$ cat src/hw/rtl/glbp_pkg.sv
package glbp_pkg;

    localparam int unsigned PixelWidth = 8;
    localparam int unsigned BppWidth   = 4;
    localparam int unsigned HeldWidth  = 3;
    localparam int unsigned FifoDepth  = 4;
    localparam int unsigned PtrWidth   = $clog2(FifoDepth);
    localparam int unsigned CountWidth = $clog2(FifoDepth + 1);

    localparam logic [BppWidth-1:0] BppReset = 4'd8;
    localparam logic [BppWidth-1:0] BppMax   = 4'd8;

    typedef struct packed {
        logic [PixelWidth-1:0] pixel;
        logic                  last_pixel;
    } pixel_word_t;

    typedef struct packed {
        logic [PixelWidth-1:0] packed_byte;
        logic                  last_byte;
    } byte_word_t;

endpackage

$ cat src/hw/rtl/gray_level_bit_packer.sv
// Gray level bit packer.
// Input channel (in_valid / in_stall / in_data): one word per pixel, carrying
// the 8-bit gray value and a flag on the final pixel of the image. The top
// bits_per_pixel bits of each pixel are appended MSB-first to a byte
// accumulator; each byte that fills is sent on the output channel
// (out_valid / out_stall / out_data). On the final pixel any partial byte is
// left-aligned, zero padded and sent with last_byte set.
// One pixel is accepted per cycle while in_stall is low. Its bytes (zero, one
// or two) enter a four-entry output queue together; if the queue was empty,
// the first is offered in the cycle after the pixel is taken, the second after it.
// in_stall rises while fewer than two queue entries are free, so a stalled
// receiver backs up into the input once three words are waiting.
// cfg_write loads bits_per_pixel from cfg_data (values above 8 act as 8); a
// new value applies from the next pixel on.
// Reset empties the queue, clears the accumulator and sets bits_per_pixel
// to 8.
module gray_level_bit_packer
    import glbp_pkg::*;
(
    input  logic                clk,
    input  logic                rst_n,
    input  logic                cfg_write,
    input  logic [BppWidth-1:0] cfg_data,
    input  logic                in_valid,
    output logic                in_stall,
    input  pixel_word_t         in_data,
    output logic                out_valid,
    input  logic                out_stall,
    output byte_word_t          out_data
);

    logic [BppWidth-1:0]   bpp_reg;
    logic [PixelWidth-1:0] acc_reg, acc_next;
    logic [HeldWidth-1:0]  held_reg, held_next;

    byte_word_t            fifo_mem [FifoDepth];
    logic [PtrWidth-1:0]   wr_ptr_reg, wr_ptr_next;
    logic [PtrWidth-1:0]   rd_ptr_reg, rd_ptr_next;
    logic [CountWidth-1:0] count_reg, count_next;

    logic                      in_accept;
    logic                      out_accept;
    logic [BppWidth-1:0]       n_bits;
    logic [PixelWidth-1:0]     top_bits;
    logic [2*PixelWidth-1:0]   merged;
    logic [BppWidth-1:0]       total;
    logic [HeldWidth-1:0]      rem;
    logic                      full_byte;
    logic [PixelWidth-1:0]     done_byte;
    logic [PixelWidth-1:0]     acc_mid;
    logic [HeldWidth-1:0]      held_mid;
    logic [PixelWidth-1:0]     flush_byte;
    byte_word_t                push_a;
    byte_word_t                push_b;
    logic [1:0]                n_push;

    assign in_accept  = in_valid && !in_stall;
    assign out_accept = out_valid && !out_stall;
    assign in_stall   = count_reg > CountWidth'(FifoDepth - 2);
    assign out_valid  = count_reg != '0;
    assign out_data   = fifo_mem[rd_ptr_reg];

    always_comb
    begin
        n_bits   = (bpp_reg > BppMax) ? BppMax : bpp_reg;
        top_bits = (n_bits == '0) ? '0 : (in_data.pixel >> (BppMax - n_bits));
        merged   = ({8'd0, acc_reg} << n_bits) | {8'd0, top_bits};
        total    = {1'b0, held_reg} + n_bits;
        full_byte = total >= BppMax;
        rem       = total[HeldWidth-1:0];
        done_byte = PixelWidth'(merged >> rem);

        if (full_byte)
        begin
            acc_mid  = PixelWidth'(merged) & ((8'd1 << rem) - 8'd1);
            held_mid = rem;
        end
        else
        begin
            acc_mid  = PixelWidth'(merged);
            held_mid = total[HeldWidth-1:0];
        end

        flush_byte = PixelWidth'(acc_mid << (BppMax - {1'b0, held_mid}));

        push_a = '{packed_byte: done_byte, last_byte: 1'b0};
        push_b = '{packed_byte: flush_byte, last_byte: 1'b1};
        n_push = '0;
        acc_next  = acc_reg;
        held_next = held_reg;

        if (in_accept)
        begin
            acc_next  = acc_mid;
            held_next = held_mid;
            if (full_byte)
            begin
                n_push = 2'd1;
            end
            if (in_data.last_pixel)
            begin
                acc_next  = '0;
                held_next = '0;
                if (held_mid != '0)
                begin
                    if (full_byte)
                    begin
                        n_push = 2'd2;
                    end
                    else
                    begin
                        push_a = push_b;
                        n_push = 2'd1;
                    end
                end
                else
                begin
                    push_a.last_byte = full_byte;
                end
            end
        end

        wr_ptr_next = wr_ptr_reg + PtrWidth'(n_push);
        rd_ptr_next = rd_ptr_reg + PtrWidth'(out_accept);
        count_next  = count_reg + CountWidth'(n_push) - CountWidth'(out_accept);
    end

    always_ff @(posedge clk or negedge rst_n)
    begin
        if (!rst_n)
        begin
            bpp_reg    <= BppReset;
            acc_reg    <= '0;
            held_reg   <= '0;
            wr_ptr_reg <= '0;
            rd_ptr_reg <= '0;
            count_reg  <= '0;
        end
        else
        begin
            if (cfg_write)
            begin
                bpp_reg <= cfg_data;
            end
            acc_reg    <= acc_next;
            held_reg   <= held_next;
            wr_ptr_reg <= wr_ptr_next;
            rd_ptr_reg <= rd_ptr_next;
            count_reg  <= count_next;
        end
    end

    always_ff @(posedge clk)
    begin
        if (n_push != '0)
        begin
            fifo_mem[wr_ptr_reg] <= push_a;
        end
        if (n_push == 2'd2)
        begin
            fifo_mem[wr_ptr_reg + PtrWidth'(1)] <= push_b;
        end
    end

    assert property (@(posedge clk) disable iff (!rst_n)
        count_reg <= CountWidth'(FifoDepth))
        else $error("output queue count exceeds depth");

    assert property (@(posedge clk) disable iff (!rst_n)
        in_accept && in_data.last_pixel |=> held_reg == '0 && acc_reg == '0)
        else $error("accumulator not cleared after final pixel");

    assert property (@(posedge clk) disable iff (!rst_n)
        count_reg[PtrWidth-1:0] == PtrWidth'(wr_ptr_reg - rd_ptr_reg))
        else $error("queue pointers disagree with count");

    assert property (@(posedge clk) disable iff (!rst_n)
        in_accept |=> count_reg == $past(count_reg) + CountWidth'($past(n_push))
                                   - CountWidth'($past(out_accept)))
        else $error("queue count update mismatch");

endmodule

$ cat config.mk
export PLATFORM = sky130hd
export DESIGN_NAME = gray_level_bit_packer
export DESIGN_NICKNAME = d
export VERILOG_FILES = /design/src/hw/rtl/glbp_pkg.sv /design/src/hw/rtl/gray_level_bit_packer.sv
export SDC_FILE = /design/constraint.sdc
export NUM_CORES = 1
export LEC_CHECK = 0
export BUFFER_PORTS_ARGS = -buffer_cell sky130_fd_sc_hd__buf_4
export CORE_UTILIZATION = 35
export DETAILED_ROUTE_END_ITERATION = 16
export PLACE_DENSITY = 0.6
export SLEW_MARGIN = 10
export SYNTH_ARGS = -nofsm -noshare
export SYNTH_HDL_FRONTEND = slang
export SYNTH_SLANG_ARGS = --single-unit
$ cat constraint.sdc
create_clock -name clk -period 6.75 [get_ports clk]
set_clock_uncertainty 0.2 [all_clocks]
set_input_delay 0 -clock clk [delete_from_list [all_inputs] [get_ports clk]]
set_output_delay 0 -clock clk [all_outputs]
set_load 0.005 [all_outputs]
==> reports/metrics.yaml, run 1 <==
die:
  ioPinCount: 29
  dieArea_um2: 14800
  die_y_um: 122
  fp.coreArea_um2: 13900
  start_util_pct: 36.1
  std_cell_rows: 43
  die_w_um: 122
synth:
  yosys.area.top_type: "edfxtp_1"
  post-synth-top-count-cell: "nand2_1"
  synth_area_leaders: "edfxtp_1, dfrtp_1, mux4_2"
  synth-simple-area-share_pct: 17.5
  synth_area_um2: 5030
  synth_top_cell_area_share_pct: 19.1
  muxShareOfSynthArea_pct: 14.3
  synth_top_family_by_area: "compound AO/OA/AOI/OAI gates"
  ys_seq_area_share_pct: 31.7
  synth_nets: 575
  synth_compound_area_share_pct: 25.6
  ys_top_cells_by_count: "nand2_1, edfxtp_1, nor2_1"
  async_flop_share_pct: 37.9
  syn-instance-count: 540
  yosys_warnings: 0
  synth_area_per_cell_um2: 9.31
  ys_types: 86
  ys_ff_latch: 58
  synth_xor_area_share_pct: 1.22
  synthAdderAreaFrac_pct: 4.38
  ys.flop_type: "edfxtp_1"
  synth_edf_count: 32
worst_setup_path:
  required_ps: 6610
  crit_end: "fifo_mem[1][2]"
  rr_worst_depth: 16
  crit_fanout: 19
  cp-start-kind: "flip-flop"
  crit_path_start: "bpp_reg[2]"
  arrival_ps: 5660
  cp-end-kind: "flip-flop"
  worstSetupPathType: "flip-flop to flip-flop"
  reg2reg_from: "bpp_reg[2]"
  r2r-end: "fifo_mem[1][2]"
  rrSetupSlack_ps: 940
cts:
  cts_tree: "done"
  cts_resized: 0
  clkTransAtPathRegs_ps: 50
  cts_setup_buffers: 0
  root_buffer: "clkbuf_16"
  numCtsBuffers: 9
  h-tree-depth: 3
  clock_sinks: 58
  clk_latency_ps: 330
  cts_hold_buf: 16
  clockBufferDepth: 2
outcome:
  status: "complete, no violations"
sta:
  min_period_ps: 5810
  slew_headroom_pct: 34.9
  fmax_mhz: 172
  min_period_over_period_pct: 86.0
  maxSlewViolCount: 0
  setup_violations: 0
  rsz0062_at_grt: "false"
  tightestPinTransition_ps: 974
  finalHoldViolCount: 0
  finalSetupTns_ps: 0
place:
  placed_cells: 718
  dp_hpwl_um: 11000
  port_buffers: 28
  gp_congestion: 0.924
global_route:
  grt.total_usage_pct: 21.2
  met2_usage_pct: 33.9
  grt_max_degree: 32
  grt.busiest_layer: "met2"
  grt_pass1_vias: 4445
  antenna_found_initial: 0
  grt_use_met3_pct: 3.79
  grt_pass1_wl_um: 24100
  grtUsageMet1_pct: 27.4
  grt.overflow.total: 0
power_and_ir_drop:
  powerDensity_nw_per_um2: 441
  ir_drop_uv: 188
  p_leak_nw: 2.21
  power_w: 0.00256
cells_and_area:
  n_fill_cell: 1355
  fin_util_pct: 41.6
  syn2layout_area_growth_pct: 15.4
  final_cells: 750
  diodes: 0
  largest_reg_flops: 36
  layout-drive-gt1-share_pct: 16.0
  nets: 600
job:
  max_cap_violations: 0
detailed_routing:
  drc: 0
  drtIter0Drc: 471
  drt-total-wl_um: 14800
  firstDrtPassIters: 5
  ant_nets: 0
  vias: 4609
  viasPerCell: 6.15
  avgRoutedWirePerCell_um: 19.7
worst_hold_path:
  min_path_type: "input pin to flip-flop"
## per-stage QoR
stage / setup WS, ps / cell area [µm²] / hold WS (ps)
after floorplan: 1580 / 5030 / -496
after global routing: 550 / 5800 / 269
final: 943 / 5800 / 247
after CTS: 1060 / 5800 / 226
after detailed placement: 1120 / 5350 / -288
after global placement: 1330 / 5350 / -287
## cell usage in the layout (no fill, tap or decap), types with 16 or more instances in the layout
cell           instances
a21oi_1               18
buf_4                 37
dfrtp_1               21
dlygate4sd3_1         16
edfxtp_1              32
ha_1                  16
inv_1                 20
mux2i_1               18
mux4_2                18
nand2_1               58
nor2_1                31
o21ai_0               29
o22ai_1               16
## report_power, final
part	leakage (nW)	internal, W	switching (W)
Clock	0.134	0.000282	0.000165
Sequential	0.608	0.000464	0.000126
Combinational	1.47	0.000619	0.000902
## cell type report
| cell class | count | area [µm²] | area share [%] |
|---|---|---|---|
| multi-input cells | 419 | 3170 | 54.6 |
| flip-flops and latches | 58 | 1590 | 27.5 |
| repair buffers | 53 | 438 | 7.55 |
| clock buffers | 10 | 229 | 3.95 |
| well taps | 180 | 225 | 3.88 |
| inverters | 24 | 90.1 | 1.55 |
| clock inverters | 6 | 57.6 | 0.992 |
## kinds of logic (layout without fill, tap and decap cells)
group / count (synthesis) / after routing
AOI/OAI and AO/OA: 176 / 176
xor gates and xnor gates: 7 / 7
adders and majority gates: 17 / 17
buffers and inverters: 63 / 93
DFF: 58 / 58
muxes: 45 / 45
and+or+nand+nor: 174 / 174
## critical path: stages, from the launching register on
cell	delay [ps]
dfrtp_1	510
nand2b_1	250
clkinv_1	250
ha_1	430
or2_2	340
o211a_1	350
inv_2	320
ha_1	410
inv_1	110
ha_1	360
and2_1	200
a31o_2	230
a21boi_1	610
nor2_1	120
and2_1	220
a21oi_1	430
o22ai_1	170
## per-layer routing
| metal | routed length [µm] | part of all wire, % |
|---|---|---|
| met5 | 0 | 0 |
| met4 | 569 | 3.8 |
| met3 | 888 | 6.0 |
| met2 | 7020 | 47 |
| met1 | 6300 | 43 |
## how the worst min path moves through the flow
stage	slack [ps]	cells after the start	from	end
finish	250	3	cfg_write	bpp_reg[2]
detailed placement	-290	1	rst_n	count_reg[2]
floorplan	-500	0	rst_n	acc_reg[0]
CTS	230	3	cfg_write	bpp_reg[2]
global placement	-290	1	rst_n	bpp_reg[0]
global route	270	3	cfg_write	bpp_reg[2]
Note: power is estimated with default switching activity, not from simulation.
==> run 2: changes to the inputs <==
--- a/config.mk
+++ b/config.mk
@@ -6,9 +6,11 @@
 export NUM_CORES = 1
 export LEC_CHECK = 0
 export BUFFER_PORTS_ARGS = -buffer_cell sky130_fd_sc_hd__buf_4
+export CORE_MARGIN = 8
 export CORE_UTILIZATION = 35
 export DETAILED_ROUTE_END_ITERATION = 16
 export PLACE_DENSITY = 0.6
+export RECOVER_POWER = 100
 export SLEW_MARGIN = 10
 export SYNTH_ARGS = -nofsm -noshare
 export SYNTH_HDL_FRONTEND = slang
==> constraint.sdc (replaced) <==
create_clock -name clk -period 6.25 [get_ports clk]
set_clock_uncertainty 0.2 [all_clocks]
set_input_delay 0 -clock clk [delete_from_list [all_inputs] [get_ports clk]]
set_output_delay 0 -clock clk [all_outputs]
set_load 0.005 [all_outputs]
==> run 2 against run 1 <==
Fmax rose by 1.1%; final cell count fell by 0.13%; setup slack got worse by 430 ps; global-route usage fell by 4.4 points; sequential power rose by 8.3%; power rose by 11%; utilization fell by 1.1 points; first-iteration DRC count rose by 19%; routed wire length rose by 1.4%; combinational power rose by 8%; register-to-register slack got worse by 430 ps; flip-flop and latch count did not move.
==> reports/metrics.yaml, run 2 (synthesized netlist as in run 1, its figures left out) <==
worst_setup_path:
  arrival_ps: 5590  # -70 ps
  worstSetupPathType: "flip-flop to flip-flop"
  required_ps: 6090  # -520 ps
  rrSetupSlack_ps: 510  # -430 ps
  cp-start-kind: "flip-flop"
  cp-end-kind: "flip-flop"
  crit_fanout: 19  # unchanged
sta:
  finalHoldViolCount: 0  # unchanged
  setup_violations: 0  # unchanged
  min_period_over_period_pct: 91.9  # +5.8 points
  rsz0062_at_grt: "false"
  slew_headroom_pct: 20.1  # -15 points
  finalSetupTns_ps: 0  # unchanged
  maxSlewViolCount: 0  # unchanged
  min_period_ps: 5740  # -65.2 ps
  tightestPinTransition_ps: 1200  # +225 ps
  fmax_mhz: 174  # +1.1%
cells_and_area:
  layout-drive-gt1-share_pct: 14.5  # -1.5 points
  syn2layout_area_growth_pct: 14.9
  diodes: 0  # unchanged
  mostFrequentLayoutCell: "nand2_1"
  nets: 595  # -0.83%
  largest_reg_flops: 36  # unchanged
  layout_common_cells: "nand2_1, edfxtp_1, nor2_1"
  finalInstanceArea_um2: 5780  # -0.41%
global_route:
  grt.overflow.total: 0  # unchanged
  grt.total_usage_pct: 16.8  # -4.4 points
  grt_pass1_vias: 4508  # +1.4%
  antenna_found_initial: 0  # unchanged
  grt_max_degree: 32  # unchanged
  grt_pass1_wl_um: 24500  # +1.8%
cts:
  root_buffer: "clkbuf_16"
  h-tree-depth: 3  # unchanged
  numCtsBuffers: 9  # unchanged
  clk_latency_ps: 320  # about the same
  clockBufferDepth: 2  # unchanged
  clkTransAtPathRegs_ps: 50  # about the same
  cts_tree: "done"
  clock_sinks: 58  # unchanged
die:
  die_y_um: 136  # +11%
  start_util_pct: 35.3  # -0.82 points
  ioPinCount: 29  # unchanged
  dieArea_um2: 18500  # +24%
  std_cell_rows: 44  # +2.3%
  die_w_um: 136  # +11%
  fp.coreArea_um2: 14300  # +2.3%
detailed_routing:
  avgRoutedWirePerCell_um: 20.0  # +1.5%
  firstDrtPassIters: 5  # unchanged
  drtIter0Drc: 561  # +19%
  ant_nets: 0  # unchanged
  drc: 0  # unchanged
  viasPerCell: 6.21  # +1.0%
  drt-total-wl_um: 15000  # +1.4%
  vias: 4650  # +0.89%
worst_hold_path:
  min_path_type: "input pin to flip-flop"
place:
  dpl-instance-area_um2: 5360  # about the same
  port_buffers: 28  # unchanged
  gp_congestion: 0.895  # -3.1%
  dp_hpwl_um: 11300  # +2.8%
power_and_ir_drop:
  power_w: 0.00283  # +11%
  powerDensity_nw_per_um2: 490  # +11%
  ir_drop_uv: 170  # -9.7%
  p_leak_nw: 2.19  # -1.0%
outcome:
  status: "complete, no violations"
job:
  max_cap_violations: 0  # unchanged
-- run 2: cell types whose count changed in the layout (fill, tap and decap cells not counted), moves of 2 or more --
| cell | before | now |
|---|---|---|
| buf_4 | 37 | 22 |
| clkbuf_4 | 0 | 8 |
| clkbuf_1 | 1 | 8 |
| dlygate4sd3_1 | 16 | 11 |
| bufinv_16 | 1 | 3 |
-- run 2: repair_timing --
item / CTS / global route
buffers inserted: 0 / 0
hold buffers: 11 / 0
hold endpoints to repair: 36 / 0
setup endpoints to repair: 0 / 1
resized for setup: 0 / 1
-- run 2: final cells by class --
type / count / area (µm²)
fill: 1392 / 8480
multi-input combinational: 419 / 3170
sequential: 58 / 1590
timing repair buffer: 48 / 362
tap: 184 / 230
clock buffer: 10 / 229
clock inverter: 6 / 105
inverter: 24 / 90.1
-- run 2: final timing paths --
kind / depth (start not counted) / to / from
worst max-delay path: 16 / fifo_mem[3][2] / bpp_reg[3]
worst min-delay path: 4 / bpp_reg[2] / cfg_data[2]
worst max register to register: 16 / fifo_mem[3][2] / bpp_reg[3]
worst min register to register: 2 / fifo_mem[1][0] / fifo_mem[1][0]
max in group asynchronous: 4 / held_reg[0] / rst_n
min in group asynchronous: 3 / bpp_reg[3] / rst_n
-- run 2: worst max-delay path, cell delays in order, from the launching register on --
cell	delay, ps
dfstp_1	670
nand2b_1	290
clkinv_1	260
ha_1	450
or2_2	340
o211a_1	360
inv_2	320
ha_1	390
inv_1	100
ha_1	360
and2_1	190
a31o_2	230
a21boi_2	380
nor2_1	100
and2_1	200
a21oi_1	420
o22ai_1	190
-- run 2: report_power, final --
part	internal (W)	total, W	switching [W]
registers	0.000501	0.000639	0.000138
logic	0.000648	0.00164	0.000989
clock network	0.000386	0.000555	0.000169
-- run 2: routing by layer --
layer	routed length, µm	up-vias	global-route usage, %
met1	6230	2238	21.3
met4	454	0	6.22
met2	7290	237	28.0
met5	0	-	0
met3	1020	45	3.03
li1	-	2130	-
-- run 2: per-stage QoR --
stage	worst slack, ps	hold WS [ps]	utilization, %	std cells
floorplan	1080	-496	-	540
global placement	727	-292	37.6	722
detailed placement	523	-290	37.6	722
CTS	499	227	40.7	749
global route	120	259	40.5	749
finish	508	235	40.5	749
